`src/rtl/core/twdm_pkg.sv`:
```
// Shared types and constants of the two-wire debug master pin sequencer.
// Used by every module under rtl/core; depends on nothing.
package twdm_pkg;

    typedef enum logic [2:0] {
        CMD_IDLE   = 3'd0,
        CMD_START  = 3'd1,
        CMD_STOP   = 3'd2,
        CMD_DRIVE  = 3'd3,
        CMD_SAMPLE = 3'd4,
        CMD_WAKE   = 3'd5
    } t_cmd;

    localparam logic [2:0] REG_LOW_TICKS         = 3'd0;
    localparam logic [2:0] REG_HIGH_TICKS        = 3'd1;
    localparam logic [2:0] REG_SAMPLE_LOW_TICKS  = 3'd2;
    localparam logic [2:0] REG_SAMPLE_HIGH_TICKS = 3'd3;
    localparam logic [2:0] REG_START_HALF_TICKS  = 3'd4;
    localparam logic [2:0] REG_WAKEUP_CLOCKS     = 3'd5;

    localparam logic [7:0] RST_LOW_TICKS         = 8'd92;
    localparam logic [7:0] RST_HIGH_TICKS        = 8'd42;
    localparam logic [7:0] RST_SAMPLE_LOW_TICKS  = 8'd30;
    localparam logic [7:0] RST_SAMPLE_HIGH_TICKS = 8'd30;
    localparam logic [7:0] RST_START_HALF_TICKS  = 8'd16;
    localparam logic [7:0] RST_WAKEUP_CLOCKS     = 8'd100;

    typedef struct packed {
        logic       en;
        logic [2:0] index;
        logic [7:0] data;
    } t_cfg_wr;

    typedef struct packed {
        logic [7:0] low_ticks;
        logic [7:0] high_ticks;
        logic [7:0] sample_low_ticks;
        logic [7:0] sample_high_ticks;
        logic [7:0] start_half_ticks;
        logic [7:0] wakeup_clocks;
    } t_cfg;

    typedef struct packed {
        t_cmd        cmd;
        logic [31:0] send_bits;
        logic [5:0]  bit_count;
        logic        stop_after;
        logic        swdio_in;
    } t_item;

    typedef struct packed {
        logic clk;
        logic dio;
        logic oe;
    } t_pins;

    typedef struct packed {
        t_pins      pins;
        logic [7:0] ticks;
    } t_enter;

    typedef struct packed {
        logic        swclk;
        logic        swdio_out;
        logic        swdio_oe;
        logic        busy_res;
        logic        read_valid;
        logic [31:0] read_bits;
    } t_result;

endpackage

```
`src/rtl/core/two_wire_debug_master_phy_unit.sv`:
```
// Two-wire debug master pin sequencer, top level.
// Depends on twdm_pkg, twdm_front, twdm_back and twdm_outq.
//
// Each request on the input queue (push/full) is one timing tick of the SWCLK
// and SWDIO waveform; an idle tick may carry a command: start, stop, drive or
// sample a number of bits MSB first, or wakeup with an optional stop.
// Every request yields exactly one result on the output queue (empty/pop):
// the pin levels of that tick, the busy flag and, when a sample ends, the
// sampled bits.
// Timing registers are written over the cfg channel, which is always ready;
// they should only be written while no request is in flight.
// A request is registered in the input queue, and its result in the result
// queue. While that queue has room the sequencer takes one request per cycle,
// so a push and a pop per cycle are sustained; its tick update is the only loop.
// Both queues hold two entries. When pop stays low the result queue fills,
// the sequencer halts and the input queue raises full once it holds two requests.
// Synchronous reset empties both queues, loads the slow timing values and
// returns the pins to clock high, data high, driven.
module two_wire_debug_master_phy_unit
    import twdm_pkg::*;
#(
    parameter int DATA_WIDTH = 32
) (
    input  logic        i_clk,
    input  logic        i_rst_n,
    input  logic        push,
    output logic        full,
    input  logic [2:0]  i_opcode,
    input  logic [31:0] i_send_bits,
    input  logic [5:0]  i_bit_count,
    input  logic        i_stop_after,
    input  logic        i_swdio_in,
    output logic        empty,
    input  logic        pop,
    output logic        o_swclk,
    output logic        o_swdio_out,
    output logic        o_swdio_oe,
    output logic        o_busy_res,
    output logic        o_read_valid,
    output logic [31:0] o_read_bits,
    input  logic        i_cfg_valid,
    output logic        o_cfg_ready,
    input  logic [2:0]  i_cfg_index,
    input  logic [7:0]  i_cfg_data
);

    t_cfg_wr w_cfg;
    logic    w_item_valid;
    t_item   w_item;
    logic    w_item_pop;
    logic    w_res_full;
    logic    w_res_push;
    t_result w_res_in;
    t_result w_res_out;

    assign o_cfg_ready = 1'b1;
    assign w_cfg.en    = i_cfg_valid && o_cfg_ready;
    assign w_cfg.index = i_cfg_index;
    assign w_cfg.data  = i_cfg_data;

    twdm_front #(
        .DATA_WIDTH (DATA_WIDTH)
    ) u_front (
        .i_clk        (i_clk),
        .i_rst_n      (i_rst_n),
        .push         (push),
        .full         (full),
        .i_opcode     (i_opcode),
        .i_send_bits  (i_send_bits),
        .i_bit_count  (i_bit_count),
        .i_stop_after (i_stop_after),
        .i_swdio_in   (i_swdio_in),
        .i_pop        (w_item_pop),
        .o_valid      (w_item_valid),
        .o_item       (w_item)
    );

    twdm_back #(
        .DATA_WIDTH (DATA_WIDTH)
    ) u_back (
        .i_clk        (i_clk),
        .i_rst_n      (i_rst_n),
        .i_cfg        (w_cfg),
        .i_item_valid (w_item_valid),
        .i_item       (w_item),
        .o_item_pop   (w_item_pop),
        .i_res_full   (w_res_full),
        .o_res_push   (w_res_push),
        .o_res        (w_res_in)
    );

    twdm_outq u_outq (
        .i_clk   (i_clk),
        .i_rst_n (i_rst_n),
        .i_push  (w_res_push),
        .i_res   (w_res_in),
        .o_full  (w_res_full),
        .empty   (empty),
        .pop     (pop),
        .o_res   (w_res_out)
    );

    assign o_swclk      = w_res_out.swclk;
    assign o_swdio_out  = w_res_out.swdio_out;
    assign o_swdio_oe   = w_res_out.swdio_oe;
    assign o_busy_res   = w_res_out.busy_res;
    assign o_read_valid = w_res_out.read_valid;
    assign o_read_bits  = w_res_out.read_bits;

`ifndef SYNTHESIS
    a_valid_not_busy: assert property (@(posedge i_clk) disable iff (!i_rst_n)
        !empty |-> !(o_read_valid && o_busy_res))
        else $error("read_valid shown while a command is still busy");

    a_bits_zero_idle: assert property (@(posedge i_clk) disable iff (!i_rst_n)
        (!empty && !o_read_valid) |-> (o_read_bits == 32'd0))
        else $error("read_bits nonzero without read_valid");

    a_sample_released: assert property (@(posedge i_clk) disable iff (!i_rst_n)
        (!empty && o_read_valid) |-> !o_swdio_oe)
        else $error("SWDIO driven on the tick a sample ends");

    a_reset_empty: assert property (@(posedge i_clk)
        !i_rst_n |=> (empty && !full))
        else $error("queues not empty after reset");
`endif

endmodule

```
`src/rtl/core/twdm_front.sv`:
```
// Front end: decodes each tick request, clamps its bit count and holds it in a
// two-entry queue for the sequencer. Depends on twdm_pkg.
module twdm_front
    import twdm_pkg::*;
#(
    parameter int DATA_WIDTH = 32
) (
    input  logic        i_clk,
    input  logic        i_rst_n,
    input  logic        push,
    output logic        full,
    input  logic [2:0]  i_opcode,
    input  logic [31:0] i_send_bits,
    input  logic [5:0]  i_bit_count,
    input  logic        i_stop_after,
    input  logic        i_swdio_in,
    input  logic        i_pop,
    output logic        o_valid,
    output t_item       o_item
);

    t_item       w_item;
    t_item       r_mem [2];
    logic        r_wr_ptr, n_wr_ptr;
    logic        r_rd_ptr, n_rd_ptr;
    logic [1:0]  r_count, n_count;
    logic        w_push, w_pop;

    always_comb begin
        unique case (i_opcode) inside
            CMD_START, CMD_STOP, CMD_DRIVE, CMD_SAMPLE, CMD_WAKE: w_item.cmd = t_cmd'(i_opcode);
            default: w_item.cmd = CMD_IDLE;
        endcase
        w_item.send_bits  = i_send_bits;
        if ({1'b0, i_bit_count} > 7'(DATA_WIDTH)) begin
            w_item.bit_count = 6'(DATA_WIDTH);
        end else begin
            w_item.bit_count = i_bit_count;
        end
        w_item.stop_after = i_stop_after;
        w_item.swdio_in   = i_swdio_in;
    end

    assign full    = (r_count == 2'd2);
    assign o_valid = (r_count != 2'd0);
    assign o_item  = r_mem[r_rd_ptr];
    assign w_push  = push && !full;
    assign w_pop   = i_pop && o_valid;

    always_comb begin
        n_wr_ptr = w_push ? !r_wr_ptr : r_wr_ptr;
        n_rd_ptr = w_pop ? !r_rd_ptr : r_rd_ptr;
        n_count  = 2'(r_count + {1'b0, w_push} - {1'b0, w_pop});
    end

    always_ff @(posedge i_clk) begin
        if (!i_rst_n) begin
            r_wr_ptr <= 1'b0;
            r_rd_ptr <= 1'b0;
            r_count  <= 2'd0;
        end else begin
            r_wr_ptr <= n_wr_ptr;
            r_rd_ptr <= n_rd_ptr;
            r_count  <= n_count;
        end
    end

    always_ff @(posedge i_clk) begin
        if (w_push) begin
            r_mem[r_wr_ptr] <= w_item;
        end
    end

endmodule

```
`src/rtl/core/twdm_back.sv`:
```
// Back end: the pin sequencer that carries out one tick per request and holds
// the timing registers. Depends on twdm_pkg.
module twdm_back
    import twdm_pkg::*;
#(
    parameter int DATA_WIDTH = 32
) (
    input  logic    i_clk,
    input  logic    i_rst_n,
    input  t_cfg_wr i_cfg,
    input  logic    i_item_valid,
    input  t_item   i_item,
    output logic    o_item_pop,
    input  logic    i_res_full,
    output logic    o_res_push,
    output t_result o_res
);

    localparam int IDX_W = (DATA_WIDTH > 1) ? $clog2(DATA_WIDTH) : 1;

    t_cfg                  r_cfg;
    t_cmd                  r_cmd, n_cmd;
    logic [1:0]            r_phase, n_phase;
    logic [7:0]            r_tick, n_tick;
    logic [5:0]            r_bits, n_bits;
    logic [DATA_WIDTH-1:0] r_shift, n_shift;
    logic [7:0]            r_pulses, n_pulses;
    logic                  r_stop, n_stop;
    t_pins                 r_pins, n_pins;

    logic                  w_step;
    logic                  e1_go, e2_go;
    t_cmd                  e1_cmd, e2_cmd;
    logic [1:0]            e1_ph, e2_ph;
    t_enter                e1, e2;
    t_pins                 w_shown;
    logic                  w_valid;
    logic [63:0]           w_wide;

    function automatic t_enter f_enter(t_cmd cmd, logic [1:0] ph, logic has_bits,
                                       logic dbit, t_pins pins, t_cfg cfg);
        t_enter     e;
        logic [7:0] len;
        e.pins = pins;
        unique case (cmd)
            CMD_START: begin
                e.pins.oe  = 1'b1;
                e.pins.clk = 1'b1;
                e.pins.dio = (ph == 2'd0);
                len = cfg.start_half_ticks;
            end
            CMD_STOP: begin
                e.pins.oe  = 1'b1;
                e.pins.clk = (ph != 2'd0);
                e.pins.dio = (ph == 2'd2);
                len = (ph == 2'd0) ? cfg.low_ticks : cfg.high_ticks;
            end
            CMD_DRIVE: begin
                e.pins.oe  = 1'b1;
                e.pins.clk = (ph != 2'd0);
                if (ph == 2'd0 && has_bits) begin
                    e.pins.dio = dbit;
                end
                len = (ph == 2'd0) ? cfg.low_ticks : cfg.high_ticks;
            end
            CMD_SAMPLE: begin
                e.pins.clk = (ph != 2'd0);
                len = (ph == 2'd0) ? cfg.sample_low_ticks : cfg.sample_high_ticks;
            end
            default: begin
                e.pins.clk = (ph != 2'd0);
                len = (ph == 2'd0) ? cfg.low_ticks : cfg.high_ticks;
            end
        endcase
        e.ticks = (len == 8'd0) ? 8'd1 : len;
        return e;
    endfunction

    assign w_step     = i_item_valid && !i_res_full;
    assign o_item_pop = w_step;
    assign o_res_push = w_step;

    always_comb begin
        n_cmd    = r_cmd;
        n_phase  = r_phase;
        n_tick   = r_tick;
        n_bits   = r_bits;
        n_shift  = r_shift;
        n_pulses = r_pulses;
        n_stop   = r_stop;
        n_pins   = r_pins;
        w_valid  = 1'b0;
        e1_go    = 1'b0;
        e1_cmd   = CMD_IDLE;
        e1_ph    = 2'd0;
        e2_go    = 1'b0;
        e2_cmd   = CMD_IDLE;
        e2_ph    = 2'd0;

        if (r_cmd == CMD_IDLE) begin
            unique case (i_item.cmd)
                CMD_START: begin
                    e1_go  = 1'b1;
                    e1_cmd = CMD_START;
                end
                CMD_STOP: begin
                    e1_go  = 1'b1;
                    e1_cmd = CMD_STOP;
                end
                CMD_DRIVE: begin
                    if (i_item.bit_count != 6'd0) begin
                        n_shift = DATA_WIDTH'(i_item.send_bits);
                        n_bits  = i_item.bit_count;
                        e1_go   = 1'b1;
                        e1_cmd  = CMD_DRIVE;
                    end
                end
                CMD_SAMPLE: begin
                    n_pins.oe  = 1'b0;
                    n_pins.dio = 1'b1;
                    n_shift    = '0;
                    if (i_item.bit_count == 6'd0) begin
                        w_valid = 1'b1;
                    end else begin
                        n_bits = i_item.bit_count;
                        e1_go  = 1'b1;
                        e1_cmd = CMD_SAMPLE;
                    end
                end
                CMD_WAKE: begin
                    n_pins   = '{clk: 1'b1, dio: 1'b1, oe: 1'b1};
                    n_stop   = i_item.stop_after;
                    n_pulses = r_cfg.wakeup_clocks;
                    if (r_cfg.wakeup_clocks != 8'd0) begin
                        e1_go  = 1'b1;
                        e1_cmd = CMD_WAKE;
                    end else if (i_item.stop_after) begin
                        e1_go  = 1'b1;
                        e1_cmd = CMD_STOP;
                    end
                end
                default: begin
                end
            endcase
        end

        e1 = f_enter(e1_cmd, e1_ph, (n_bits != 6'd0),
                     n_shift[IDX_W'(6'(n_bits - 6'd1))], n_pins, r_cfg);
        if (e1_go) begin
            n_cmd   = e1_cmd;
            n_phase = e1_ph;
            n_pins  = e1.pins;
            n_tick  = e1.ticks;
        end

        w_shown = n_pins;

        if (n_cmd != CMD_IDLE) begin
            if (n_tick != 8'd0) begin
                n_tick = 8'(n_tick - 8'd1);
            end
            if (n_tick == 8'd0) begin
                unique case (n_cmd)
                    CMD_START: begin
                        if (n_phase == 2'd0) begin
                            e2_go  = 1'b1;
                            e2_cmd = CMD_START;
                            e2_ph  = 2'd1;
                        end else begin
                            n_cmd = CMD_IDLE;
                        end
                    end
                    CMD_STOP: begin
                        if (n_phase < 2'd2) begin
                            e2_go  = 1'b1;
                            e2_cmd = CMD_STOP;
                            e2_ph  = 2'(n_phase + 2'd1);
                        end else begin
                            n_cmd = CMD_IDLE;
                        end
                    end
                    CMD_DRIVE: begin
                        if (n_phase == 2'd0) begin
                            e2_go  = 1'b1;
                            e2_cmd = CMD_DRIVE;
                            e2_ph  = 2'd1;
                        end else begin
                            if (n_bits != 6'd0) begin
                                n_bits = 6'(n_bits - 6'd1);
                            end
                            if (n_bits == 6'd0) begin
                                n_cmd = CMD_IDLE;
                            end else begin
                                e2_go  = 1'b1;
                                e2_cmd = CMD_DRIVE;
                            end
                        end
                    end
                    CMD_SAMPLE: begin
                        if (n_phase == 2'd0) begin
                            e2_go  = 1'b1;
                            e2_cmd = CMD_SAMPLE;
                            e2_ph  = 2'd1;
                        end else begin
                            n_shift = {n_shift[DATA_WIDTH-2:0], i_item.swdio_in};
                            if (n_bits != 6'd0) begin
                                n_bits = 6'(n_bits - 6'd1);
                            end
                            if (n_bits == 6'd0) begin
                                n_cmd   = CMD_IDLE;
                                w_valid = 1'b1;
                            end else begin
                                e2_go  = 1'b1;
                                e2_cmd = CMD_SAMPLE;
                            end
                        end
                    end
                    CMD_WAKE: begin
                        if (n_phase == 2'd0) begin
                            e2_go  = 1'b1;
                            e2_cmd = CMD_WAKE;
                            e2_ph  = 2'd1;
                        end else begin
                            if (n_pulses != 8'd0) begin
                                n_pulses = 8'(n_pulses - 8'd1);
                            end
                            if (n_pulses != 8'd0) begin
                                e2_go  = 1'b1;
                                e2_cmd = CMD_WAKE;
                            end else if (n_stop) begin
                                e2_go  = 1'b1;
                                e2_cmd = CMD_STOP;
                            end else begin
                                n_cmd = CMD_IDLE;
                            end
                        end
                    end
                    default: n_cmd = CMD_IDLE;
                endcase
            end
        end

        e2 = f_enter(e2_cmd, e2_ph, (n_bits != 6'd0),
                     n_shift[IDX_W'(6'(n_bits - 6'd1))], n_pins, r_cfg);
        if (e2_go) begin
            n_cmd   = e2_cmd;
            n_phase = e2_ph;
            n_pins  = e2.pins;
            n_tick  = e2.ticks;
        end

        w_wide = 64'(n_shift);
        o_res.swclk      = w_shown.clk;
        o_res.swdio_out  = w_shown.dio;
        o_res.swdio_oe   = w_shown.oe;
        o_res.busy_res   = (n_cmd != CMD_IDLE);
        o_res.read_valid = w_valid;
        o_res.read_bits  = w_valid ? w_wide[31:0] : 32'd0;
    end

    always_ff @(posedge i_clk) begin
        if (!i_rst_n) begin
            r_cfg.low_ticks         <= RST_LOW_TICKS;
            r_cfg.high_ticks        <= RST_HIGH_TICKS;
            r_cfg.sample_low_ticks  <= RST_SAMPLE_LOW_TICKS;
            r_cfg.sample_high_ticks <= RST_SAMPLE_HIGH_TICKS;
            r_cfg.start_half_ticks  <= RST_START_HALF_TICKS;
            r_cfg.wakeup_clocks     <= RST_WAKEUP_CLOCKS;
        end else if (i_cfg.en) begin
            unique case (i_cfg.index)
                REG_LOW_TICKS:         r_cfg.low_ticks         <= i_cfg.data;
                REG_HIGH_TICKS:        r_cfg.high_ticks        <= i_cfg.data;
                REG_SAMPLE_LOW_TICKS:  r_cfg.sample_low_ticks  <= i_cfg.data;
                REG_SAMPLE_HIGH_TICKS: r_cfg.sample_high_ticks <= i_cfg.data;
                REG_START_HALF_TICKS:  r_cfg.start_half_ticks  <= i_cfg.data;
                REG_WAKEUP_CLOCKS:     r_cfg.wakeup_clocks     <= i_cfg.data;
                default: begin
                end
            endcase
        end
    end

    always_ff @(posedge i_clk) begin
        if (!i_rst_n) begin
            r_cmd    <= CMD_IDLE;
            r_phase  <= 2'd0;
            r_tick   <= 8'd0;
            r_bits   <= 6'd0;
            r_shift  <= '0;
            r_pulses <= 8'd0;
            r_stop   <= 1'b0;
            r_pins   <= '{clk: 1'b1, dio: 1'b1, oe: 1'b1};
        end else if (w_step) begin
            r_cmd    <= n_cmd;
            r_phase  <= n_phase;
            r_tick   <= n_tick;
            r_bits   <= n_bits;
            r_shift  <= n_shift;
            r_pulses <= n_pulses;
            r_stop   <= n_stop;
            r_pins   <= n_pins;
        end
    end

endmodule

```
`src/rtl/core/twdm_outq.sv`:
```
// Result queue: two entries of pin levels and read data between the
// sequencer and the consumer. Depends on twdm_pkg.
module twdm_outq
    import twdm_pkg::*;
(
    input  logic    i_clk,
    input  logic    i_rst_n,
    input  logic    i_push,
    input  t_result i_res,
    output logic    o_full,
    output logic    empty,
    input  logic    pop,
    output t_result o_res
);

    t_result    r_mem [2];
    logic       r_wr_ptr, n_wr_ptr;
    logic       r_rd_ptr, n_rd_ptr;
    logic [1:0] r_count, n_count;
    logic       w_push, w_pop;

    assign o_full = (r_count == 2'd2);
    assign empty  = (r_count == 2'd0);
    assign o_res  = r_mem[r_rd_ptr];
    assign w_push = i_push && !o_full;
    assign w_pop  = pop && !empty;

    always_comb begin
        n_wr_ptr = w_push ? !r_wr_ptr : r_wr_ptr;
        n_rd_ptr = w_pop ? !r_rd_ptr : r_rd_ptr;
        n_count  = 2'(r_count + {1'b0, w_push} - {1'b0, w_pop});
    end

    always_ff @(posedge i_clk) begin
        if (!i_rst_n) begin
            r_wr_ptr <= 1'b0;
            r_rd_ptr <= 1'b0;
            r_count  <= 2'd0;
        end else begin
            r_wr_ptr <= n_wr_ptr;
            r_rd_ptr <= n_rd_ptr;
            r_count  <= n_count;
        end
    end

    always_ff @(posedge i_clk) begin
        if (w_push) begin
            r_mem[r_wr_ptr] <= i_res;
        end
    end

endmodule

```
`config.mk`:
```
export PLATFORM = sky130hd
export DESIGN_NAME = two_wire_debug_master_phy_unit
export DESIGN_NICKNAME = d
export VERILOG_FILES = /design/src/rtl/core/twdm_pkg.sv /design/src/rtl/core/two_wire_debug_master_phy_unit.sv /design/src/rtl/core/twdm_front.sv /design/src/rtl/core/twdm_back.sv /design/src/rtl/core/twdm_outq.sv
export SDC_FILE = /design/constraint.sdc
export NUM_CORES = 1
export LEC_CHECK = 0
export ABC_AREA = 1
export BUFFER_PORTS_ARGS = -buffer_cell sky130_fd_sc_hd__buf_2
export CAP_MARGIN = 20
export CELL_PAD_IN_SITES_DETAIL_PLACEMENT = 1
export CELL_PAD_IN_SITES_GLOBAL_PLACEMENT = 1
export CORE_MARGIN = 4
export CORE_UTILIZATION = 40
export CTS_CLUSTER_DIAMETER = 50
export DETAILED_ROUTE_END_ITERATION = 12
export PLACE_DENSITY_LB_ADDON = 0.1
export SYNTH_ARGS = -nofsm -noshare
export SYNTH_HDL_FRONTEND = slang
export SYNTH_HIERARCHICAL = 1
export SYNTH_SLANG_ARGS = --single-unit
```
`constraint.sdc`:
```
create_clock -name i_clk -period 4.95 [get_ports i_clk]
set_clock_uncertainty 0.05 [all_clocks]
set_input_delay 0.2475 -clock i_clk [delete_from_list [all_inputs] [get_ports i_clk]]
set_output_delay 0.2475 -clock i_clk [all_outputs]
set_load 0.01 [all_outputs]
```
## Word level (Yosys, flattened, before mapping)

Memories as Yosys holds them, arrays and structs flattened. A register that Yosys moved wholly into a read port is not among the register bits.
Cells that the tools add are included.

| storage, ports and cells | value |
|---|---|
| bits in writable memories | 160 |
| bits in latches | 0 |
| ROM bits | 0 |
| word-level logic and storage cells | 251 |
| memories kept | 2 |
| output and inout bits | 40 |
| bits in registers | 119 |

| operators by class | value |
|---|---|
| eq/ne operators | 31 |
| muxes and demuxes | 139 |
| shift-type cells | 0 |
| bitwise logic cells | 0 |
| add/subtract/negate cells | 9 |
| order comparisons | 4 |
| divide/modulo/power cells | 0 |
| reductions and logical operators | 44 |
| $mul | 0 |

Memories:

| name | depth | bits a word | read ports | clocked after memory_dff | wr ports | RTL line | source |
|---|---|---|---|---|---|---|---|
| u_front.r_mem | 2 | 43 | 1 | 1 | 1 | twdm_front.sv:23 | `t_item r_mem [2];` |
| u_outq.r_mem | 2 | 37 | 1 | 1 | 1 | twdm_outq.sv:16 | `t_result r_mem [2];` |

Operators by type and width:

| kind | number |
|---|---|
| 32-bit 2-to-1 mux | 7 |
| 8-bit 2-to-1 mux | 20 |
| 6-bit 2-to-1 mux | 16 |
| 3-bit 2-to-1 mux | 27 |
| 32-bit one-hot mux with 2 select lines | 1 |
| 3-bit one-hot mux with 5 select lines | 3 |
| 1-bit 2-to-1 mux | 43 |
| 3-bit by 2-bit == test with 1-bit output, second input constant | 12 |
| 8-bit one-hot mux with 2 select lines | 2 |
| 8-bit nonzero test | 4 |
| 3-bit == test, second input constant | 10 |
| 8-bit logical NOT | 3 |
| 6-bit one-hot mux with 2 select lines | 2 |
| 2-bit 2-to-1 mux | 10 |
| 3-bit by 1-bit == test with 1-bit output, second input constant | 6 |
| 6-bit logical NOT | 3 |
| 6-bit nonzero test | 3 |
| 8-bit by 1-bit subtractor with 8-bit output, second input constant | 2 |
| 5-bit by 6-bit < comparator with 1-bit output, second input constant | 2 |
| 2-bit one-hot mux with 3 select lines | 2 |
| 2-bit AND reduction | 6 |
| 1-bit binary-select mux with 5-bit select | 2 |
| 2-bit one-hot mux with 2 select lines | 2 |
| 1-bit logical NOT | 7 |
| other kinds (18) | 32 |

## Depth between registers and ports, before layout

Gate-level depths: netlist of the first run.

| logic depth | value |
|---|---|
| depth in word-level cells | 26 |
| depth in mapped cells | 45 |
| mapped depth without buffers | 41 |

## Hierarchy

The synthesis of the first run kept the hierarchy.

By module, submodules not included:

| module | cells an instance | area each (sq um) | instances |
|---|---|---|---|
| twdm_back | 1613 | 9295.2 | 1 |
| twdm_front | 191 | 3639.7 | 1 |
| twdm_outq | 153 | 3070.4 | 1 |
| two_wire_debug_master_phy_unit | 2 | 11.3 | 1 |

## Least setup slack after synthesis of the first run

No wires, ideal clock.

| path | value |
|---|---|
| path kind | register to register |
| from | reg with a tool-made name |
| to | reg u_back/r_pins[1] (netlist bit) |
| arrival | 5038 ps |
| setup slack | -197 ps |
| library setup time | 59 ps |
| period minus slack after synthesis | 5147 ps |
| stages on the path, launching flop included | 42 |
| required time | 4841 ps |
| buffers on the path | 4 |
| cells stage by stage | dfxtp_1 > buf_6 > buf_12 > mux2_4 > inv_2 > ha_1 > nand2_1 > nand2_2 > inv_2 > nand2_4 > inv_4 > nand2_4 > nand2_2 > nor2_1 > nor3_1 > nand2_1 > nand2_2 > ha_1 > (+6 left out) > nand3_4 > o21ai_0 > nand2_2 > buf_2 > ha_1 > clkbuf_1 > inv_1 > nand2_1 > nand2_1 > nand2_1 > nand2_1 > nand2_1 > nand3_1 > nand3_1 > nand2_1 > nand2_1 > nand2_1 > nand2_1 |

RTL lines:

| item | RTL line | source |
|---|---|---|
| end signal: assignment | twdm_back.sv:292 | `r_pins <= '{clk: 1'b1, dio: 1'b1, oe: 1'b1};` |
| end signal: assignment | twdm_back.sv:301 | `r_pins <= n_pins;` |
| end: declaration | twdm_back.sv:29 | `t_pins r_pins, n_pins;` |

==> results.md, run 1 <==
* I/O Buffers at 97
* Initial Utilization at 0.4040
* Synth Area in Adders at 0.008593
* Max_slew headroom at 0.2696
* Gate Count Post-Synth at 1,959
* Worst R2R Setup Slack at -0.08 ns
* Syn nets at 2,029
* Setup crit end kind: register
* Layout area overhead at 29.16%
* Asr flop ratio synth at 0
* Max H-tree Level at 2
* RSZ-0062 raised after global routing: true
* RePlAce Congestion at 0.8912
* Vias in the first global route at 14,610
* CTS tree: done
* Min-delay worst type: input pin to register
* Worst EP required at 5.30 ns
* Final Cell Area at 20,690 µm²
* Largest family of logic cells by synthesized area: simple AND/OR/NAND/NOR gates
* Ports at 99
* Compound-Gate Fraction of Synth Area at 0.1659
* # setup viols final at 62
* Ant. Diodes at 0
* 1st-pass router iterations at 5
* Remaining Overflow, GRT at 0
* Final WS setup at -0.08324 ns
* DRC viols at 0
* Total GRT Usage at 0.2303
* Share of the synthesized area in the top cell type at 0.3000
* DPL Wire Length at 37.29 mm
* Nets at 2,276
* Min Clock Period, post-route at 5.033 ns
* Top cells by area, synth: edfxtp_1 30%, dfxtp_1 15%, nand2_1 11%, o21ai_0 7.5%, mux2_4 6.6%
* Post-synthesis mux area share at 0.07265
* CTS Sinks at 281
* CTS Buf Count at 39
* Highest Clock Rate at 198.7 MHz
* Setup TNS at -2.470 ns
* Slowest CP cell: or4_1
* Max incr delay on CP at 0.42 ns
* Vias at 14,430
* Sequential area share after synthesis at 0.4512
* Routed len/inst at 18.93 µm
* Layout cells sized above 1 at 0.2680
* Reg clk slew, reported paths at 0.06 ns
* Post-synth top flop: edfxtp_1
* Routed Wire Length at 52.25 mm
* R2R cell count at 36
* Fillers at 4,679
* FF-to-FF End: u_outq/r_mem[0][20]$_DFFE_PP_
* Synth warnings at 6
* Max Slew Vio Count at 0
* Failing checks: setup timing
* Xor and xnor area share after synthesis at 0.004375
* Worst EP arrival at 5.38 ns
* Synth area leader: edfxtp_1
* Clock Latency Late Sink at 0.55 ns
* Routed Antenna Nets at 0
* Max-cap violations at 0
* Period utilization at 1.017
* Slew @ Worst Pin at 1.094 ns
* Post-synth EDFFs at 160
* Crit path capture: u_outq/r_mem[0][20]$_DFFE_PP_
* DRT iter0 DRCs at 967
* Seq cells post-synth at 281
* Critical path peak fanout at 9
* Die width at 208.1 µm
* Yosys cell types at 60
* Final number of hold-violating endpoints at 0
* Routed vias/inst at 5.229
* Pin count of the biggest net entering global routing at 66
* Area after DPL at 17,620 µm²
* Area of the core at 39,640 µm²
* Clock Path Buffers at 3
* Status: complete, but fails checks
* Finished Core Util at 0.5219
* Syn Area/Cell at 8.176 µm²
* Die Y at 208.1 µm
* Post-Synth Simple-Gate Area at 0.2115
* Setup CP Type: register to register
* Die Area at 43,310 µm²
* Crit start category: register
* First-pass GRT wire length at 80.91 mm
* Row cnt at 73
* Placed cell count at 2,607
* Cell area after synthesis at 16,020 µm²
* Fin cells at 2,760
* Root Driver: clkbuf_16
* Initial antenna violation count at 0
## worst min path at each step
| stage | start | end | slack, ns | cells past startpoint |
|---|---|---|---|---|
| 2_1_floorplan | i_rst_n | u_front/r_count[0]$_SDFF_PN0_ | 0.29 | 2 |
| 3_3_place_gp | i_send_bits[26] | u_front/r_mem[1][34]$_DFFE_PP_ | 0.39 | 1 |
| 3_5_place_dp | i_send_bits[13] | u_front/r_mem[0][21]$_DFFE_PP_ | 0.39 | 1 |
| 4_1_cts | i_cfg_data[0] | u_back/r_cfg[8]$_SDFFE_PN0P_ | 0.01 | 3 |
| 5_1_grt | i_cfg_data[0] | u_back/r_cfg[24]$_SDFFE_PN0P_ | 0.03 | 3 |
| 6_report | i_bit_count[1] | u_front/r_mem[0][3]$_DFFE_PP_ | 0.04 | 3 |
## per-stage QoR
stage / setup WS, ns / hold slack (ns)
3_5_place_dp: -0.1726 / 0.3893
5_1_grt: -0.3203 / 0.03189
6_report: -0.08324 / 0.04126
2_1_floorplan: 0.006132 / 0.2910
3_3_place_gp: -0.09708 / 0.3858
4_1_cts: 0.002365 / 0.01056
## state kept, by name, indices dropped and copies added (netlist names), named ones only
| name | count |
|---|---|
| u_back/r_pulses | 8 |
| u_back/r_shift | 32 |
| u_back/r_stop | 1 |
| u_outq/r_rd_ptr | 1 |
| u_outq/r_count | 2 |
| u_back/r_cmd | 3 |
| u_back/r_tick | 8 |
| u_back/r_bits | 6 |
| u_back/r_phase | 2 |
| u_back/r_cfg | 48 |
| u_front/r_count | 2 |
| u_back/r_pins | 3 |
| u_outq/r_mem | 74 |
| u_front/r_rd_ptr | 1 |
| u_front/r_mem | 86 |
| u_outq/r_wr_ptr | 1 |
| u_front/r_wr_ptr | 1 |
## cell type report
class / count / area, µm² / area share
clock buffers: 47 / 1069 / 0.05165
repair buffers: 294 / 2419 / 0.1169
clock inverters: 23 / 236.5 / 0.01143
well taps: 525 / 656.9 / 0.03175
inverters: 220 / 853.3 / 0.04125
multi-input cells: 1370 / 8222 / 0.3974
flip-flops and latches: 281 / 7232 / 0.3496
## layer usage
layer  part of all wire  wire length [µm]  track usage
met5                  0                 0            0
met4              0.015               787      0.04643
met3              0.054              2808      0.04343
met2               0.45             23470       0.3538
met1               0.48             25190       0.3417
## critical path, delay by kind of cell, from the launching register on
kind                       cells  cell delay (ns)
adders and majority gates      1             0.17
AOI/OAI and AO/OA              1             0.07
buffers and inverters         10             1.20
muxes                          1             0.33
and+or+nand+nor               23             2.68
DFF                            1             0.37
## cells in the mapped netlist (15+ instances only)
cell type,instances
nor2_1,154
a21o_1,20
nand3_1,71
edfxtp_1,160
mux2_4,70
o21ai_1,41
nand2_1,482
nand2_2,16
dfxtp_1,121
a21oi_1,115
inv_1,202
nand4_1,15
clkbuf_1,51
o211ai_1,23
o21ai_0,241
## logic make-up (layout without fill, tap and decap cells)
logic type,Yosys count,in the layout
compound gates,483,483
xor+xnor,8,8
fa+ha+maj,11,11
buf+inv,309,584
flops,281,281
mux,80,80
other cells,1,1
simple gates,786,787
## layout by cell type (no fill, tap or decap), types with 47 or more instances in the layout
cell,netlist,layout
a21oi_1,115,112
o21ai_0,241,221
dfxtp_1,121,119
edfxtp_1,160,160
mux2_4,70,70
nor2_1,154,106
buf_2,13,97
buf_4,8,116
clkbuf_16,0,48
nand2_1,482,446
nand3_1,71,63
dlygate4sd3_1,0,47
inv_1,202,196
## repair_timing
action | in CTS | in global routing
cloned | 1 | 8
hold buffers | 47 | 0
setup endpoints to repair | 62 | 88
resized for setup | 25 | 211
setup buffers | 4 | 23
hold endpoints to repair | 97 | 0
pin swaps | 6 | 55
Power of run 1 is left out: the tool's default activity adds up to more than one toggle a clock period on the data nets, which glitch-free logic cannot reach.
==> run 2, diff against run 1 <==
Settings changed: ABC_AREA 1 to not set.
Clock period 4.95 ns to 4.4 ns, I/O delays scaled along.
==> run 2 against run 1 <==
  * The run still ends with setup timing left
  * Via count shrank 7.3%
  * Worst hold slack worse by 0.0025 ns
  * Critical path depth is 12 lower
  * Cell count down 14%
  * Flip-flop and latch count unchanged
  * Worst setup slack worse by 1.3 ns
  * Largest cell class unchanged
==> results.md, run 2 <==
* Status: complete, but fails checks
* Failing checks: setup timing
* Switch Pwr at 6939 µW
* Reg clk slew, reported paths at 0.06 ns
* Worst EP arrival at 6.10 ns
* DPL Wire Length at 35.85 mm
* Sequential area share after synthesis at 0.4813
* I/O Buffers at 97
* Clock Path Buffers at 3
* Die Area at 40,700 µm²
* Sequential cell area at 7232 µm²
* Most flops, register: u_front/r_mem
* DRT iter0 DRCs at 1,154
* Layout cells sized above 1 at 0.4281
* Clock power frac at 0.171
* Crit start category: register
* Vias in the first global route at 13,830
* Die Y at 201.8 µm
* Row cnt at 70
* Finished Core Util at 0.5826
* Die width at 201.8 µm
* Dpl ws at -1.096 ns
* CTS Buf Count at 37
* Commonest non-fill, non-tap cell in the layout: buf_4
* # setup viols final at 132
* Placed cell count at 2,178
* Met3 wire len at 3.730 mm
* Root Driver: clkbuf_16
* R2R cell count at 24
* Met2 wire length at 24.96 mm
* Crit path capture: u_back/r_pins[1]$_SDFFE_PN1P_
* Hold depth at 2
* Final WS setup at -1.346 ns
* RSZ-0062 raised after global routing: true
* Share of the synthesized area in the top cell type at 0.3200
* First-pass GRT wire length at 80.78 mm
* CP bufs+invs at 5
* Syn Area/Cell at 10.64 µm²
* Routed len/inst at 23.11 µm
* Setup crit end kind: register
* CTS tree: done
* Largest register FFs at 86
* Initial Utilization at 0.4082
* Flop pwr share at 0.218
* Highest Clock Rate at 174.0 MHz
* Syn nets at 1,481
* WL met1 at 24.93 mm
* Seq cells post-synth at 281
* Layout area overhead at 42.73%
* Asr flop ratio synth at 0
* Cell area after synthesis at 15,020 µm²
* Fin cells at 2,360
* Synth top cells by count: 217 x nand2_1, 160 x edfxtp_1, 121 x dfxtp_1
* Max H-tree Level at 2
* RePlAce Congestion at 0.9041
* Clock Latency Late Sink at 0.55 ns
* Max_slew headroom at 0.2708
* Min Clock Period, post-route at 5.746 ns
* Area of the core at 36,790 µm²
* Ports at 99
* Setup TNS at -76.44 ns
* Final number of hold-violating endpoints at 0
* Pin count of the biggest net entering global routing at 57
* Ant. Diodes at 0
* Nets at 1,933
* Power density cells at 785.8 nW/µm²
* Largest regs: u_front/r_mem (86), u_outq/r_mem (74), u_back/r_cfg (48)
* Worst R2R Setup Slack at -1.35 ns
* Max incr delay on CP at 0.54 ns
* Min-delay worst type: input pin to register
* Total GRT Usage at 0.2504
* Synth warnings at 6
* 1st-pass router iterations at 5
* Critical path peak fanout at 16
* Crit path depth at 24
* Routed Antenna Nets at 0
* Setup CP Type: register to register
* VDD IR max at 0.7915 mV
* Multi-input gate area at 8424 µm²
* FF-to-FF End: u_back/r_pins[1]$_SDFFE_PN1P_
* Fillers at 3,891
* Worst path top cell family by delay: multiplexers
* Worst EP required at 4.76 ns
* Initial antenna violation count at 1
* Yosys cell types at 92
* Internal at 9903 µW
* Routed vias/inst at 5.669
* Logic pwr share at 0.611
* Slowest CP cell: mux4_2
* Sequence of cells on the critical path: buf_12, mux2_4, or3b_4, nor2_4, buf_6, buf_6, a32oi_2, nand4_1, a31oi_4, inv_2, ha_4, o211ai_1, mux2_4, a21o_1, nor3b_4, o21ai_4, or3_4, buf_6, mux2i_2, mux4_2, mux2i_1, mux2i_1, mux2i_1, a22oi_1
* Gate Count Post-Synth at 1,411
* Max-cap violations at 0
* Remaining Overflow, GRT at 0
* Max Slew Vio Count at 0
* Leakage at 0.008365 µW
* Post-synth top flop: edfxtp_1
* Top sig layer: met4
* Most frequent cell after synthesis: nand2_1
* DRC viols at 0
* Vias at 13,380
* Switch share at 0.4120
* Period utilization at 1.306
* Slew @ Worst Pin at 1.066 ns
* CTS Sinks at 281
* Post-synth EDFFs at 160
* Synth area leader: edfxtp_1
* Most frequent cells in the layout: 279 x buf_4, 200 x nand2_1, 160 x edfxtp_1
* Routed Wire Length at 54.53 mm
* Top cells by area, synth: edfxtp_1 32%, dfxtp_1 16%, mux2_4 7.0%, mux2i_1 6.0%, nand2_1 5.4%
-- run 2: cell families (layout without fill, tap and decap cells) --
family          Yosys count  in the layout  synth area share
fa+ha+maj                11             11          0.009166
buf+inv                  98            579           0.03691
simple gates            516            516            0.1663
compound gates          293            293            0.1287
flops                   281            281            0.4813
xor+xnor                 18             18           0.01100
other cells               1              1         0.0002497
mux                     193            193            0.1663
-- run 2: power by group through the flow --
stage                     combinational (µW)  clock (µW)  sequential (µW)
final                                  10300        2880             3680
after floorplan                         5160           0             3640
after global routing                   10900        3070             3730
after global placement                  8400           0             3670
after detailed placement                8530           0             3710
after CTS                               9610        2930             3670
-- run 2: per-layer routing --
| layer | track usage | up-vias |
|---|---|---|
| met5 | 0 | - |
| met4 | 0.04736 | 0 |
| met3 | 0.04190 | 67 |
| met2 | 0.3836 | 469 |
| met1 | 0.3774 | 6711 |
| li1 | - | 6131 |
-- run 2: worst min-delay path by stage --
stage                               from                        endpoint  slack [ns]
after floorplan               i_swdio_in   u_front/r_mem[0][0]$_DFFE_PP_        0.27
final                     i_bit_count[0]   u_front/r_mem[0][2]$_DFFE_PP_        0.04
after CTS                 i_bit_count[0]   u_front/r_mem[0][2]$_DFFE_PP_       0.004
after global placement    i_send_bits[7]  u_front/r_mem[0][15]$_DFFE_PP_        0.36
after global routing      i_bit_count[4]   u_front/r_mem[0][6]$_DFFE_PP_        0.03
after detailed placement  i_send_bits[7]  u_front/r_mem[0][15]$_DFFE_PP_        0.36
-- run 2: final cells by class --
| class | count | area share |
|---|---|---|
| timing repair buffer | 490 | 0.1844 |
| inverter | 21 | 0.003678 |
| clock inverter | 23 | 0.009049 |
| sequential | 281 | 0.3374 |
| tap | 468 | 0.02732 |
| multi-input combinational | 1032 | 0.3931 |
| clock buffer | 45 | 0.04507 |
-- run 2: per-stage QoR --
stage | cell area, µm² | total power, µW | hold slack (ns)
after floorplan | 15190 | 8797 | 0.2689
after global placement | 17970 | 12070 | 0.3582
after detailed placement | 17970 | 12240 | 0.3617
after CTS | 20960 | 16210 | 0.004301
after global routing | 21430 | 17670 | 0.02724
final | 21430 | 16840 | 0.03881
-- run 2: what timing repair did --
item,4_1_cts,5_1_grt
resized for setup,200,91
cloned,5,3
pin swaps,59,32
endpoints found under the hold margin,118,0
endpoints found under the setup margin,131,132
buffers inserted,54,14
hold buffers,46,0
Note: power is estimated with default switching activity, not from simulation.
==> run 3, diff against run 2 <==
Settings changed: SKIP_CTS_REPAIR_TIMING set to 1.
==> run 3 against run 2 <==
  * The run still ends with setup timing left
  * Via count shrank 4.1%
  * Die area is the same
  * Worst setup slack gained 0.077 ns
==> results.md, run 3 (synthesized netlist as in run 2, its figures left out) <==
* DRT iter0 DRCs at 910
* Finished Core Util at 0.5517
* 1st-pass router iterations at 5
* Multi-input gate area at 7859 µm²
* Pin count of the biggest net entering global routing at 57
* Die width at 201.8 µm
* Vias at 12,840
* Worst EP arrival at 6.02 ns
* Clock Path Buffers at 3
* Routed len/inst at 21.91 µm
* Largest regs: u_front/r_mem (86), u_outq/r_mem (74), u_back/r_cfg (48)
* FF-to-FF End: u_back/r_pins[1]$_SDFFE_PN1P_
* Power density cells at 784.0 nW/µm²
* Initial Utilization at 0.4082
* Remaining Overflow, GRT at 0
* RePlAce Congestion at 0.9041
* R2R cell count at 26
* Die Area at 40,700 µm²
* Fin cells at 2,318
* CTS Sinks at 281
* Setup crit end kind: register
* Root Driver: clkbuf_16
* Worst R2R Setup Slack at -1.27 ns
* Leakage at 0.008015 µW
* Most frequent cells in the layout: 278 x buf_4, 213 x nand2_1, 160 x edfxtp_1
* DRC viols at 0
* Ports at 99
* Dpl ws at -1.096 ns
* Nets at 1,889
* RSZ-0062 raised after global routing: true
* Max-cap violations at 0
* Area of the core at 36,790 µm²
* Min-delay worst type: input pin to register
* Final number of hold-violating endpoints at 0
* Max Slew Vio Count at 0
* Fillers at 3,961
* Sequential cell area at 7229 µm²
* Die Y at 201.8 µm
* Hold Path Sink: u_back/r_cfg[21]$_SDFFE_PN0P_
* Max H-tree Level at 2
* Met2 wire length at 22.56 mm
* Final WS setup at -1.269 ns
* WL met1 at 24.04 mm
* CTS tree: done
* Crit start category: register
* Top sig layer: met4
* First-pass GRT wire length at 74.87 mm
* # setup viols final at 132
* Slew @ Worst Pin at 1.085 ns
* Status: complete, but fails checks
* I/O Buffers at 97
* Critical path peak fanout at 33
* Failing checks: setup timing
* CTS Buf Count at 37
* Hold depth at 3
* Met3 wire len at 3.352 mm
* Row cnt at 70
* Period utilization at 1.288
* Worst EP required at 4.76 ns
* Largest register FFs at 86
* DPL Wire Length at 35.85 mm
* Clock Latency Late Sink at 0.55 ns
* Max_slew headroom at 0.2754
* Layout area overhead at 35.16%
* Critical hold path startpoint: i_cfg_data[5]
* Total GRT Usage at 0.2317
* Initial antenna violation count at 2
* Area after DPL at 17,970 µm²
* Vias in the first global route at 12,840
* Setup CP Type: register to register
* Highest Clock Rate at 176.4 MHz
* Layout cells sized above 1 at 0.3782
* VDD IR max at 0.6898 mV
* Final Cell Area at 20,290 µm²
* Routed Antenna Nets at 0
* Routed vias/inst at 5.537
* Placed cell count at 2,178
* Min Clock Period, post-route at 5.669 ns
* Most flops, register: u_front/r_mem
* Reg clk slew, reported paths at 0.06 ns
* Routed Wire Length at 50.79 mm
* Commonest non-fill, non-tap cell in the layout: buf_4
## run 3: changes by cell type in the layout (fill, tap and decap cells not counted), sizes merged
cell         change
buf             -38
dlygate4sd3      -4
clkbuf           -2
diode            +2
## run 3: worst max path at each step
stage / from / to / slack [ns] / cells past startpoint
after floorplan: register / u_back/r_pins[1]$_SDFFE_PN1P_ / -1.11 / 27
after global placement: register / u_back/r_pins[1]$_SDFFE_PN1P_ / -0.86 / 23
after detailed placement: register / u_back/r_pins[1]$_SDFFE_PN1P_ / -1.10 / 23
after CTS: register / u_back/r_pins[1]$_SDFFE_PN1P_ / -1.15 / 23
after global routing: register / u_back/r_pins[1]$_SDFFE_PN1P_ / -1.42 / 26
final: register / u_back/r_pins[1]$_SDFFE_PN1P_ / -1.27 / 26
## run 3: worst max-delay path: stages, from the launching register on
cell and delay (ns):
dfxtp_2 0.34, buf_12 0.12, mux2_4 0.33, or3b_4 0.44, nor2_4 0.24, buf_6 0.14, buf_6 0.09, buf_6 0.10
a32oi_2 0.13, nand4_1 0.17, a31oi_4 0.12, inv_2 0.09, ha_4 0.14, o211ai_1 0.09, mux2_4 0.31, buf_6 0.12
a21o_1 0.17, nor3b_2 0.22, o21ai_4 0.11, or3_4 0.42, buf_12 0.21, mux2i_4 0.22, mux4_1 0.51, mux2i_1 0.23
mux2i_1 0.15, mux2i_1 0.17, a22oi_1 0.08
## run 3: metal layers
layer	up-vias	global-route usage
met5	-	0
met4	0	0.04468
met3	59	0.03707
met2	395	0.3442
met1	6333	0.3590
li1	6048	-
## run 3: metrics by stage
stage                     setup TNS (ns)  hold WS, ns  total power [µW]
after floorplan                   -29.33       0.2689              8797
after global placement            -33.64       0.3582             12070
after detailed placement          -58.42       0.3617             12240
after CTS                         -59.69      -0.2176             15180
after global routing              -92.03     0.003588             16780
final                             -70.24     0.005099             15910
## run 3: final cells by class
cell class,count,share of cell area
Inverter,21,0.003884
Sequential cell,281,0.3562
Antenna cell,2,0.0002466
Multi-Input combinational cell,1032,0.3872
Tap cell,468,0.02885
Clock inverter,23,0.009556
Timing Repair Buffer,446,0.1664
Clock buffer,45,0.04760
## run 3: power by group
| group | total (µW) | internal, µW | switching [µW] |
|---|---|---|---|
| Combinational | 9370 | 4360 | 5010 |
| Clock | 2880 | 1660 | 1220 |
| Sequential | 3670 | 3420 | 245 |
